==> src/hdl/sierpinski_triangle_subdivider_unit_defines.svh <==
`ifndef SIERPINSKI_TRIANGLE_SUBDIVIDER_UNIT_DEFINES_SVH
`define SIERPINSKI_TRIANGLE_SUBDIVIDER_UNIT_DEFINES_SVH

// Checks that a condition implies another condition in the same cycle.
`define STS_ASSERT_SAME(label, ante, cons, msg) \
    label: assert property (@(posedge clk) disable iff (!rst_n) (ante) |-> (cons)) \
        else $error(msg);

// Checks that a condition implies another condition in the following cycle.
`define STS_ASSERT_NEXT(label, ante, cons, msg) \
    label: assert property (@(posedge clk) disable iff (!rst_n) (ante) |=> (cons)) \
        else $error(msg);

`endif

==> src/hdl/sts_pkg.sv <==
package sts_pkg;

    localparam int COORD_W   = 16;
    localparam int MAX_DEPTH = 3;
    localparam int DEPTH_W   = 2;
    localparam int LVL_W     = (MAX_DEPTH > 1) ? $clog2(MAX_DEPTH) : 1;

    localparam logic [1:0] CHILD_A = 2'd0;
    localparam logic [1:0] CHILD_C = 2'd1;
    localparam logic [1:0] CHILD_B = 2'd2;

    typedef logic signed [COORD_W-1:0] coord_t;

    // x sits in the lowest bits, so a packed triangle matches the tdata layout.
    typedef struct packed {
        coord_t z;
        coord_t y;
        coord_t x;
    } vec3_t;

    typedef struct packed {
        vec3_t c;
        vec3_t b;
        vec3_t a;
    } tri_t;

    typedef logic [MAX_DEPTH-1:0][1:0] path_t;

    typedef struct packed {
        tri_t               shape;
        path_t              path;
        logic [DEPTH_W-1:0] depth;
        logic               last;
    } item_t;

    // Floor of the half sum, taken from the exact 17-bit sum.
    function automatic coord_t midpoint(input coord_t p, input coord_t q);
        logic signed [COORD_W:0] sum;
        begin
            sum = {p[COORD_W-1], p} + {q[COORD_W-1], q};
            return sum[COORD_W:1];
        end
    endfunction

    function automatic vec3_t mid3(input vec3_t p, input vec3_t q);
        vec3_t r;
        begin
            r.x = midpoint(p.x, q.x);
            r.y = midpoint(p.y, q.y);
            r.z = midpoint(p.z, q.z);
            return r;
        end
    endfunction

    function automatic tri_t child(input tri_t t, input logic [1:0] sel);
        vec3_t ab;
        vec3_t ac;
        vec3_t bc;
        tri_t  r;
        begin
            ab = mid3(t.a, t.b);
            ac = mid3(t.a, t.c);
            bc = mid3(t.b, t.c);
            case (sel)
                CHILD_A: r = '{c: ac, b: ab, a: t.a};
                CHILD_C: r = '{c: bc, b: ac, a: t.c};
                CHILD_B: r = '{c: ab, b: bc, a: t.b};
                default: r = '{c: ab, b: bc, a: t.b};
            endcase
            return r;
        end
    endfunction

endpackage

==> src/hdl/sts_issue.sv <==
module sts_issue (
    input  logic                         clk,
    input  logic                         rst_n,
    input  logic [sts_pkg::DEPTH_W-1:0]  depth,
    input  logic                         in_valid,
    output logic                         in_ready,
    input  sts_pkg::tri_t                in_tri,
    output logic                         out_valid,
    input  logic                         out_ready,
    output sts_pkg::item_t               out_item
);

    logic                        busy_reg;
    logic                        busy_next;
    sts_pkg::tri_t               tri_reg;
    logic [sts_pkg::DEPTH_W-1:0] depth_reg;
    sts_pkg::path_t              path_reg;
    sts_pkg::path_t              path_next;
    sts_pkg::path_t              path_inc;
    logic                        last;
    logic                        carry;
    logic                        in_fire;
    logic                        out_fire;

    // The path is a base-3 counter over the active levels; the deepest active
    // level changes fastest, which gives the depth-first order.
    always_comb
    begin
        last     = 1'b1;
        carry    = 1'b1;
        path_inc = path_reg;
        for (int i = sts_pkg::MAX_DEPTH - 1; i >= 0; i--)
        begin
            if (int'(depth_reg) > i)
            begin
                if (path_reg[i] != sts_pkg::CHILD_B)
                begin
                    last = 1'b0;
                end
                if (carry)
                begin
                    if (path_reg[i] == sts_pkg::CHILD_B)
                    begin
                        path_inc[i] = sts_pkg::CHILD_A;
                    end
                    else
                    begin
                        path_inc[i] = path_reg[i] + 2'd1;
                        carry       = 1'b0;
                    end
                end
            end
        end
    end

    assign out_valid = busy_reg;
    assign out_fire  = busy_reg && out_ready;
    assign in_ready  = !busy_reg || (last && out_ready);
    assign in_fire   = in_valid && in_ready;

    assign out_item.shape = tri_reg;
    assign out_item.path  = path_reg;
    assign out_item.depth = depth_reg;
    assign out_item.last  = last;

    always_comb
    begin
        busy_next = busy_reg;
        path_next = path_reg;
        if (in_fire)
        begin
            busy_next = 1'b1;
            path_next = '0;
        end
        else if (out_fire)
        begin
            busy_next = !last;
            path_next = path_inc;
        end
    end

    always_ff @(posedge clk or negedge rst_n)
    begin
        if (!rst_n)
        begin
            busy_reg <= 1'b0;
        end
        else
        begin
            busy_reg <= busy_next;
        end
    end

    always_ff @(posedge clk)
    begin
        path_reg <= path_next;
        if (in_fire)
        begin
            tri_reg   <= in_tri;
            depth_reg <= depth;
        end
    end

endmodule

==> src/hdl/sts_level.sv <==
module sts_level (
    input  logic                        clk,
    input  logic                        rst_n,
    input  logic [sts_pkg::LVL_W-1:0]   level,
    input  logic                        in_valid,
    output logic                        in_ready,
    input  sts_pkg::item_t              in_item,
    output logic                        out_valid,
    input  logic                        out_ready,
    output sts_pkg::item_t              out_item
);

    logic           valid_reg;
    sts_pkg::item_t item_reg;
    sts_pkg::item_t item_next;

    // Levels beyond the item's depth pass the triangle through untouched.
    always_comb
    begin
        item_next = in_item;
        if (int'(in_item.depth) > int'(level))
        begin
            item_next.shape = sts_pkg::child(in_item.shape, in_item.path[level]);
        end
    end

    assign in_ready  = !valid_reg || out_ready;
    assign out_valid = valid_reg;
    assign out_item  = item_reg;

    always_ff @(posedge clk or negedge rst_n)
    begin
        if (!rst_n)
        begin
            valid_reg <= 1'b0;
        end
        else if (in_ready)
        begin
            valid_reg <= in_valid;
        end
    end

    always_ff @(posedge clk)
    begin
        if (in_ready && in_valid)
        begin
            item_reg <= item_next;
        end
    end

endmodule

==> src/hdl/sierpinski_triangle_subdivider_unit.sv <==
// Splits each input triangle by edge midpoints subdivision_depth times (0 to 3)
// and sends out the 3^depth corner triangles in depth-first order, one
// triangle per output transfer, with tlast on the final one. An input triangle
// occupies the issue stage until its final path is taken; the issue counter
// emits one path per cycle unless the output stalls, so output transfers run
// at one per cycle back to back across input triangles. Each path passes
// through one register stage per subdivision level up to the maximum depth,
// and the last one drives the output. Depth is sampled when the input transfer happens;
// change it only while the block is idle.
`include "sierpinski_triangle_subdivider_unit_defines.svh"

module sierpinski_triangle_subdivider_unit (
    input  logic                                clk,
    input  logic                                rst_n,
    input  logic                                cfg_valid,
    output logic                                cfg_ready,
    input  logic [sts_pkg::DEPTH_W-1:0]         cfg_data,
    input  logic                                s_tvalid,
    output logic                                s_tready,
    // vertex_a_x, vertex_a_y, vertex_a_z, vertex_b_x, vertex_b_y, vertex_b_z,
    // vertex_c_x, vertex_c_y, vertex_c_z
    input  logic [9*sts_pkg::COORD_W-1:0]       s_tdata,
    output logic                                m_tvalid,
    input  logic                                m_tready,
    // out_a_x, out_a_y, out_a_z, out_b_x, out_b_y, out_b_z,
    // out_c_x, out_c_y, out_c_z
    output logic [9*sts_pkg::COORD_W-1:0]       m_tdata,
    output logic                                m_tlast
);

    logic [sts_pkg::DEPTH_W-1:0] depth_reg;

    logic           stg_valid [sts_pkg::MAX_DEPTH+1];
    logic           stg_ready [sts_pkg::MAX_DEPTH+1];
    sts_pkg::item_t stg_item  [sts_pkg::MAX_DEPTH+1];

    assign cfg_ready = 1'b1;

    always_ff @(posedge clk or negedge rst_n)
    begin
        if (!rst_n)
        begin
            depth_reg <= '0;
        end
        else if (cfg_valid && cfg_ready)
        begin
            depth_reg <= cfg_data;
        end
    end

    sts_issue u_issue (
        .clk       (clk),
        .rst_n     (rst_n),
        .depth     (depth_reg),
        .in_valid  (s_tvalid),
        .in_ready  (s_tready),
        .in_tri    (sts_pkg::tri_t'(s_tdata)),
        .out_valid (stg_valid[0]),
        .out_ready (stg_ready[0]),
        .out_item  (stg_item[0])
    );

    for (genvar i = 0; i < sts_pkg::MAX_DEPTH; i++)
    begin : g_level
        sts_level u_level (
            .clk       (clk),
            .rst_n     (rst_n),
            .level     (sts_pkg::LVL_W'(i)),
            .in_valid  (stg_valid[i]),
            .in_ready  (stg_ready[i]),
            .in_item   (stg_item[i]),
            .out_valid (stg_valid[i+1]),
            .out_ready (stg_ready[i+1]),
            .out_item  (stg_item[i+1])
        );
    end

    assign m_tvalid = stg_valid[sts_pkg::MAX_DEPTH];
    assign stg_ready[sts_pkg::MAX_DEPTH] = m_tready;
    assign m_tdata  = stg_item[sts_pkg::MAX_DEPTH].shape;
    assign m_tlast  = stg_item[sts_pkg::MAX_DEPTH].last;

    // An unsubdivided triangle is always the final one of its input.
    `STS_ASSERT_SAME(a_depth0_last,
        m_tvalid && (stg_item[sts_pkg::MAX_DEPTH].depth == '0),
        m_tlast, "depth zero triangle without tlast")

    // An accepted input always starts issuing in the next cycle.
    `STS_ASSERT_NEXT(a_issue_starts, s_tvalid && s_tready, stg_valid[0],
        "issue stage idle after input transfer")

    // After the final path leaves, the issue stage is idle unless a new input arrived.
    `STS_ASSERT_NEXT(a_issue_ends,
        stg_valid[0] && stg_ready[0] && stg_item[0].last && !s_tvalid,
        !stg_valid[0], "issue stage busy after final path")

endmodule
==> config.mk <==
export PLATFORM = sky130hd
export DESIGN_NAME = sierpinski_triangle_subdivider_unit
export DESIGN_NICKNAME = d
export VERILOG_FILES = /design/src/hdl/sts_pkg.sv /design/src/hdl/sts_issue.sv /design/src/hdl/sts_level.sv /design/src/hdl/sierpinski_triangle_subdivider_unit.sv
export VERILOG_INCLUDE_DIRS = /design/src /design/src/hdl
export SDC_FILE = /design/constraint.sdc
export NUM_CORES = 2
export LEC_CHECK = 0
export ABC_AREA = 1
export BUFFER_PORTS_ARGS = -buffer_cell sky130_fd_sc_hd__buf_2
export CAP_MARGIN = 20
export CORE_MARGIN = 2
export CORE_UTILIZATION = 40
export DETAILED_ROUTE_END_ITERATION = 10
export SYNTH_ARGS = -nofsm -noshare
export SYNTH_HDL_FRONTEND = slang
export SYNTH_SLANG_ARGS = --single-unit
export TNS_END_PERCENT = 50
==> constraint.sdc <==
create_clock -name clk -period 25.5 [get_ports clk]
set_clock_uncertainty 0.2 [all_clocks]
set_input_delay 5.1 -clock clk [delete_from_list [all_inputs] [get_ports clk]]
set_output_delay 5.1 -clock clk [all_outputs]
set_load 0.1 [all_outputs]
==> summary.md <==
| Metric | Value |
|---|---|
| P&R area growth vs syn | `9.44%` |
| Worst Path Arrival | `6.14 ns` |
| Cell area after placement | `59000 sq um` |
| CTS Sinks | `about 600` |
| Area of the placeable core | `around 140000 sq um` |
| Initial antenna violation count | `1` |
| Max-cap check violation count | `0` |
| Syn Nets | `between 9000 and 10000` |
| IO buf count | `between 200 and 300` |
| Count of placed standard cells including taps | `between 10000 and 15000` |
| Number of flip-flops in the largest register | `roughly 450` |
| Most frequent standard cell in the layout excluding fill and tap cells | `sky130_fd_sc_hd__nand2_1` |
| Post-route DRC | `0` |
| Number of antenna repair diodes | `0` |
| Starting utilization of the core area | `40.2%` |
| Critical Path End Type | `output port` |
| Maximum frequency from static timing analysis | `87.4 MHz` |
| Largest net degree at the start of global routing | `approximately 210` |
| Post-synth top area share | `31.8%` |
| Maximum fanout count along the critical path | `3` |
| Global-route congestion overflow total | `0` |
| Cells taking the most area after synthesis | `sky130_fd_sc_hd__edfxtp_1 32%, sky130_fd_sc_hd__nand2_1 23%, sky130_fd_sc_hd__ha_1 9.1%, sky130_fd_sc_hd__inv_1 7.9%, sky130_fd_sc_hd__nand3_1 7.3%` |
| Placement Rows | `around 140` |
| Hold-fix buffer count after cts | `0` |
| Average instance area after synthesis | `around 6.6 sq um` |
| Post-cts resize count | `0` |
| First DRT Iteration DRCs | `roughly 4800` |
| Final Hold Viols | `0` |
| Delay-heaviest family, CP | `simple AND/OR/NAND/NOR gates` |
| Post-CTS clock slew at the launch and capture registers of the worst setup and hold paths | `about 0.05 ns` |
| Postcts setup bufs | `0` |
| Width of the die | `between 300 and 400 microns` |
| Max-slew violation count | `0` |
| DRT antenna net count | `0` |
| Worst R2R Start | `u_issue.depth_reg[0]` |
| Unrepaired setup endpoints after global routing | `no` |
| Netlist area before placement | `roughly 56000 sq um` |
| R2R Setup Slk | `20.95 ns` |
| I/O pin count | `between 200 and 300` |
| Dominant cell type by count on the critical path | `sky130_fd_sc_hd__nand2_1` |
| Run status | `complete, no violations` |
| Average vias per placed instance | `~5.1` |
| Class of the most critical hold timing path | `reg -> reg` |
| 1st-pass router iterations | `7` |
| Part of the Yosys area used for sequential elements | `between 30 and 40%` |
| Master cell of the clock root buffer | `sky130_fd_sc_hd__clkbuf_16` |
| First-pass GRT wire length | `275000 microns` |
| Total number of vias | `between 50000 and 60000` |
| Largest area contributor in the synthesized netlist | `sky130_fd_sc_hd__edfxtp_1` |
| Commonest non-fill, non-tap cells in the layout | `3419 x sky130_fd_sc_hd__nand2_1, 1180 x sky130_fd_sc_hd__inv_1, 811 x sky130_fd_sc_hd__nand3_1, 591 x sky130_fd_sc_hd__edfxtp_1, 508 x sky130_fd_sc_hd__nor2_1` |
| Dominant synthesized flop cell | `sky130_fd_sc_hd__edfxtp_1` |
| Buffers from clock root to sink, at most | `3` |
| Layout net count | `around 9200` |
| CP cell instances | `buf_2 -> inv_1 -> nand2_1 -> nor2_1 -> nand2_1 -> nand2_1 -> nand2_1 -> buf_2` |
| Req. time, crit path | `about 20 ns` |
| Global-route usage over all layers | `24.6%` |
| Count of buffer and inverter cells on the critical path | `3` |
| Reg2reg end | `u_issue.out_item[52]` |
| Layout Cell Area excl Fill | `between 60000 and 70000 sq um` |
| Number of CTS-inserted buffers | `69` |
| Least-Margin Pin Slew | `between 1 and 1.5 ns` |
| Post-detailed-placement half-perimeter wirelength | `~140000 microns` |
| End-of-flow core utilization | `43.9%` |
| Share of the clock period used by the worst path after layout | `44.8%` |
| Count of distinct cell types in the synthesized netlist | `40` |
| Final Critical Period | `roughly 11 ns` |
| Sum of negative setup slack | `0 ns` |
| Number of instances in the synthesized netlist | `roughly 8500` |
| End of the worst hold path | `g_level[2].u_level.out_item[0]` |
| Startpoint type of the worst setup path | `input pin` |
| Deepest level of the CTS H-tree | `3` |
| Clock tree from TritonCTS | `done` |
| Instance count along the most critical hold path | `0` |
| Vias in the first global route | `roughly 50000` |
| Area of the die | `roughly 140000 sq um` |
| Number of flops mapped to enable cells by yosys | `between 500 and 600` |
| Final weighted congestion in routability-driven placement | `0.983` |
| Proportion of synthesized flip-flops having asynchronous set or reset | `less than 1%` |
| Number of warning messages in the yosys log | `0` |
| Clock insertion delay at the later pin of the skew report | `0.68 ns` |
| Routed wire length | `about 180000 microns` |
| Reg2Reg Depth | `7` |
| Critical path class | `in -> out` |
| Non-filler cells, final | `10600` |
| Register bit count reported by yosys | `between 600 and 700` |
| Total of endpoints with negative setup slack in the final report | `0` |
| CP max-delay cell | `sky130_fd_sc_hd__buf_2` |
| Routed WL per cell | `17.0 microns` |
| Slowest cell delay on critical path | `slightly below 0.3 ns` |
| Die Span Y | `378 microns` |
| Proportion of layout cells with a drive suffix above 1 | `between 5 and 6%` |
| Startpoint of the most critical hold path | `g_level[1].u_level.out_item[0]` |
| Headroom to the max-slew limit | `28.5%` |
## per-layer routing
layer / track usage (%) / vias up / share of wire (%)
met3: 2.69 / 156 / 7.3
met2: 35.0 / 1791 / 40
met4: 5.86 / 0 / 2.0
li1: - / 27600 / -
met5: 0 / - / 0
met1: 39.1 / 24200 / 51
## final cells by class
| class | instances | area [sq um] |
|---|---|---|
| fill | 14400 | 77900 |
| multi-input combinational | 6378 | 32100 |
| sequential | 603 | 18000 |
| inverter | 1258 | 4740 |
| tap | 1876 | 2350 |
| clock buffer | 80 | 1770 |
| timing repair buffer | 324 | 1750 |
| clock inverter | 43 | 328 |
## cells in the mapped netlist, types with 2 or more instances
master	n
sky130_fd_sc_hd__o21ai_0	173
sky130_fd_sc_hd__clkbuf_1	106
sky130_fd_sc_hd__nand3_1	811
sky130_fd_sc_hd__a221oi_1	12
sky130_fd_sc_hd__edfxtp_1	591
sky130_fd_sc_hd__a22o_1	101
sky130_fd_sc_hd__and2_1	17
sky130_fd_sc_hd__a21oi_1	305
sky130_fd_sc_hd__ha_1	405
sky130_fd_sc_hd__inv_2	65
sky130_fd_sc_hd__nor2_1	509
sky130_fd_sc_hd__buf_2	75
sky130_fd_sc_hd__o21bai_2	4
sky130_fd_sc_hd__a41oi_1	34
sky130_fd_sc_hd__nand2_2	3
sky130_fd_sc_hd__o211ai_1	2
sky130_fd_sc_hd__mux2_2	2
sky130_fd_sc_hd__o21ai_1	71
sky130_fd_sc_hd__or2_1	28
sky130_fd_sc_hd__nor3_1	104
sky130_fd_sc_hd__dfxtp_1	6
sky130_fd_sc_hd__nand4_1	25
sky130_fd_sc_hd__o22ai_1	64
sky130_fd_sc_hd__xnor2_1	40
sky130_fd_sc_hd__nand2_1	3420
sky130_fd_sc_hd__clkinv_1	12
sky130_fd_sc_hd__buf_1	40
sky130_fd_sc_hd__fa_1	27
sky130_fd_sc_hd__a211oi_1	2
sky130_fd_sc_hd__inv_1	1181
sky130_fd_sc_hd__nor2_4	5
sky130_fd_sc_hd__o21bai_1	3
sky130_fd_sc_hd__buf_4	8
sky130_fd_sc_hd__xor2_1	131
sky130_fd_sc_hd__nand3b_1	76
sky130_fd_sc_hd__dfrtp_1	6
## per-stage QoR
stage                     hold slack, ns  setup slack (ns)
final                              0.243             14.06
after floorplan                    0.200             12.53
after detailed placement           0.219             14.04
after CTS                          0.247             14.04
after global placement             0.222             14.01
after global routing               0.243             13.91
## worst max path at each step
stage               slack, ns  cells past startpoint                              to      from
CTS                     14.04                      8                        s_tready  m_tready
global placement        14.01                      8                        s_tready  m_tready
finish                  14.06                      8                        s_tready  m_tready
floorplan               12.53                      2  g_level[2].u_level.out_item[0]  m_tready
detailed placement      14.04                      8                        s_tready  m_tready
global route            13.91                      8                        s_tready  m_tready
## kinds of logic (layout without fill, tap and decap cells)
logic type,count (synthesis),in the layout,share of synthesized area [%]
xor gates and xnor gates,171,171,2.68
and+or+nand+nor,5000,5000,36.6
AOI/OAI and AO/OA,772,772,8.14
muxes,2,2,0.0403
DFF,603,603,32.3
adders and majority gates,432,432,10.0
other,1,1,0.00672
buffers and inverters,1487,1705,10.2
Power is not shown: default switching activity piles up to over one toggle a cycle in this logic, so the estimate is an artifact.
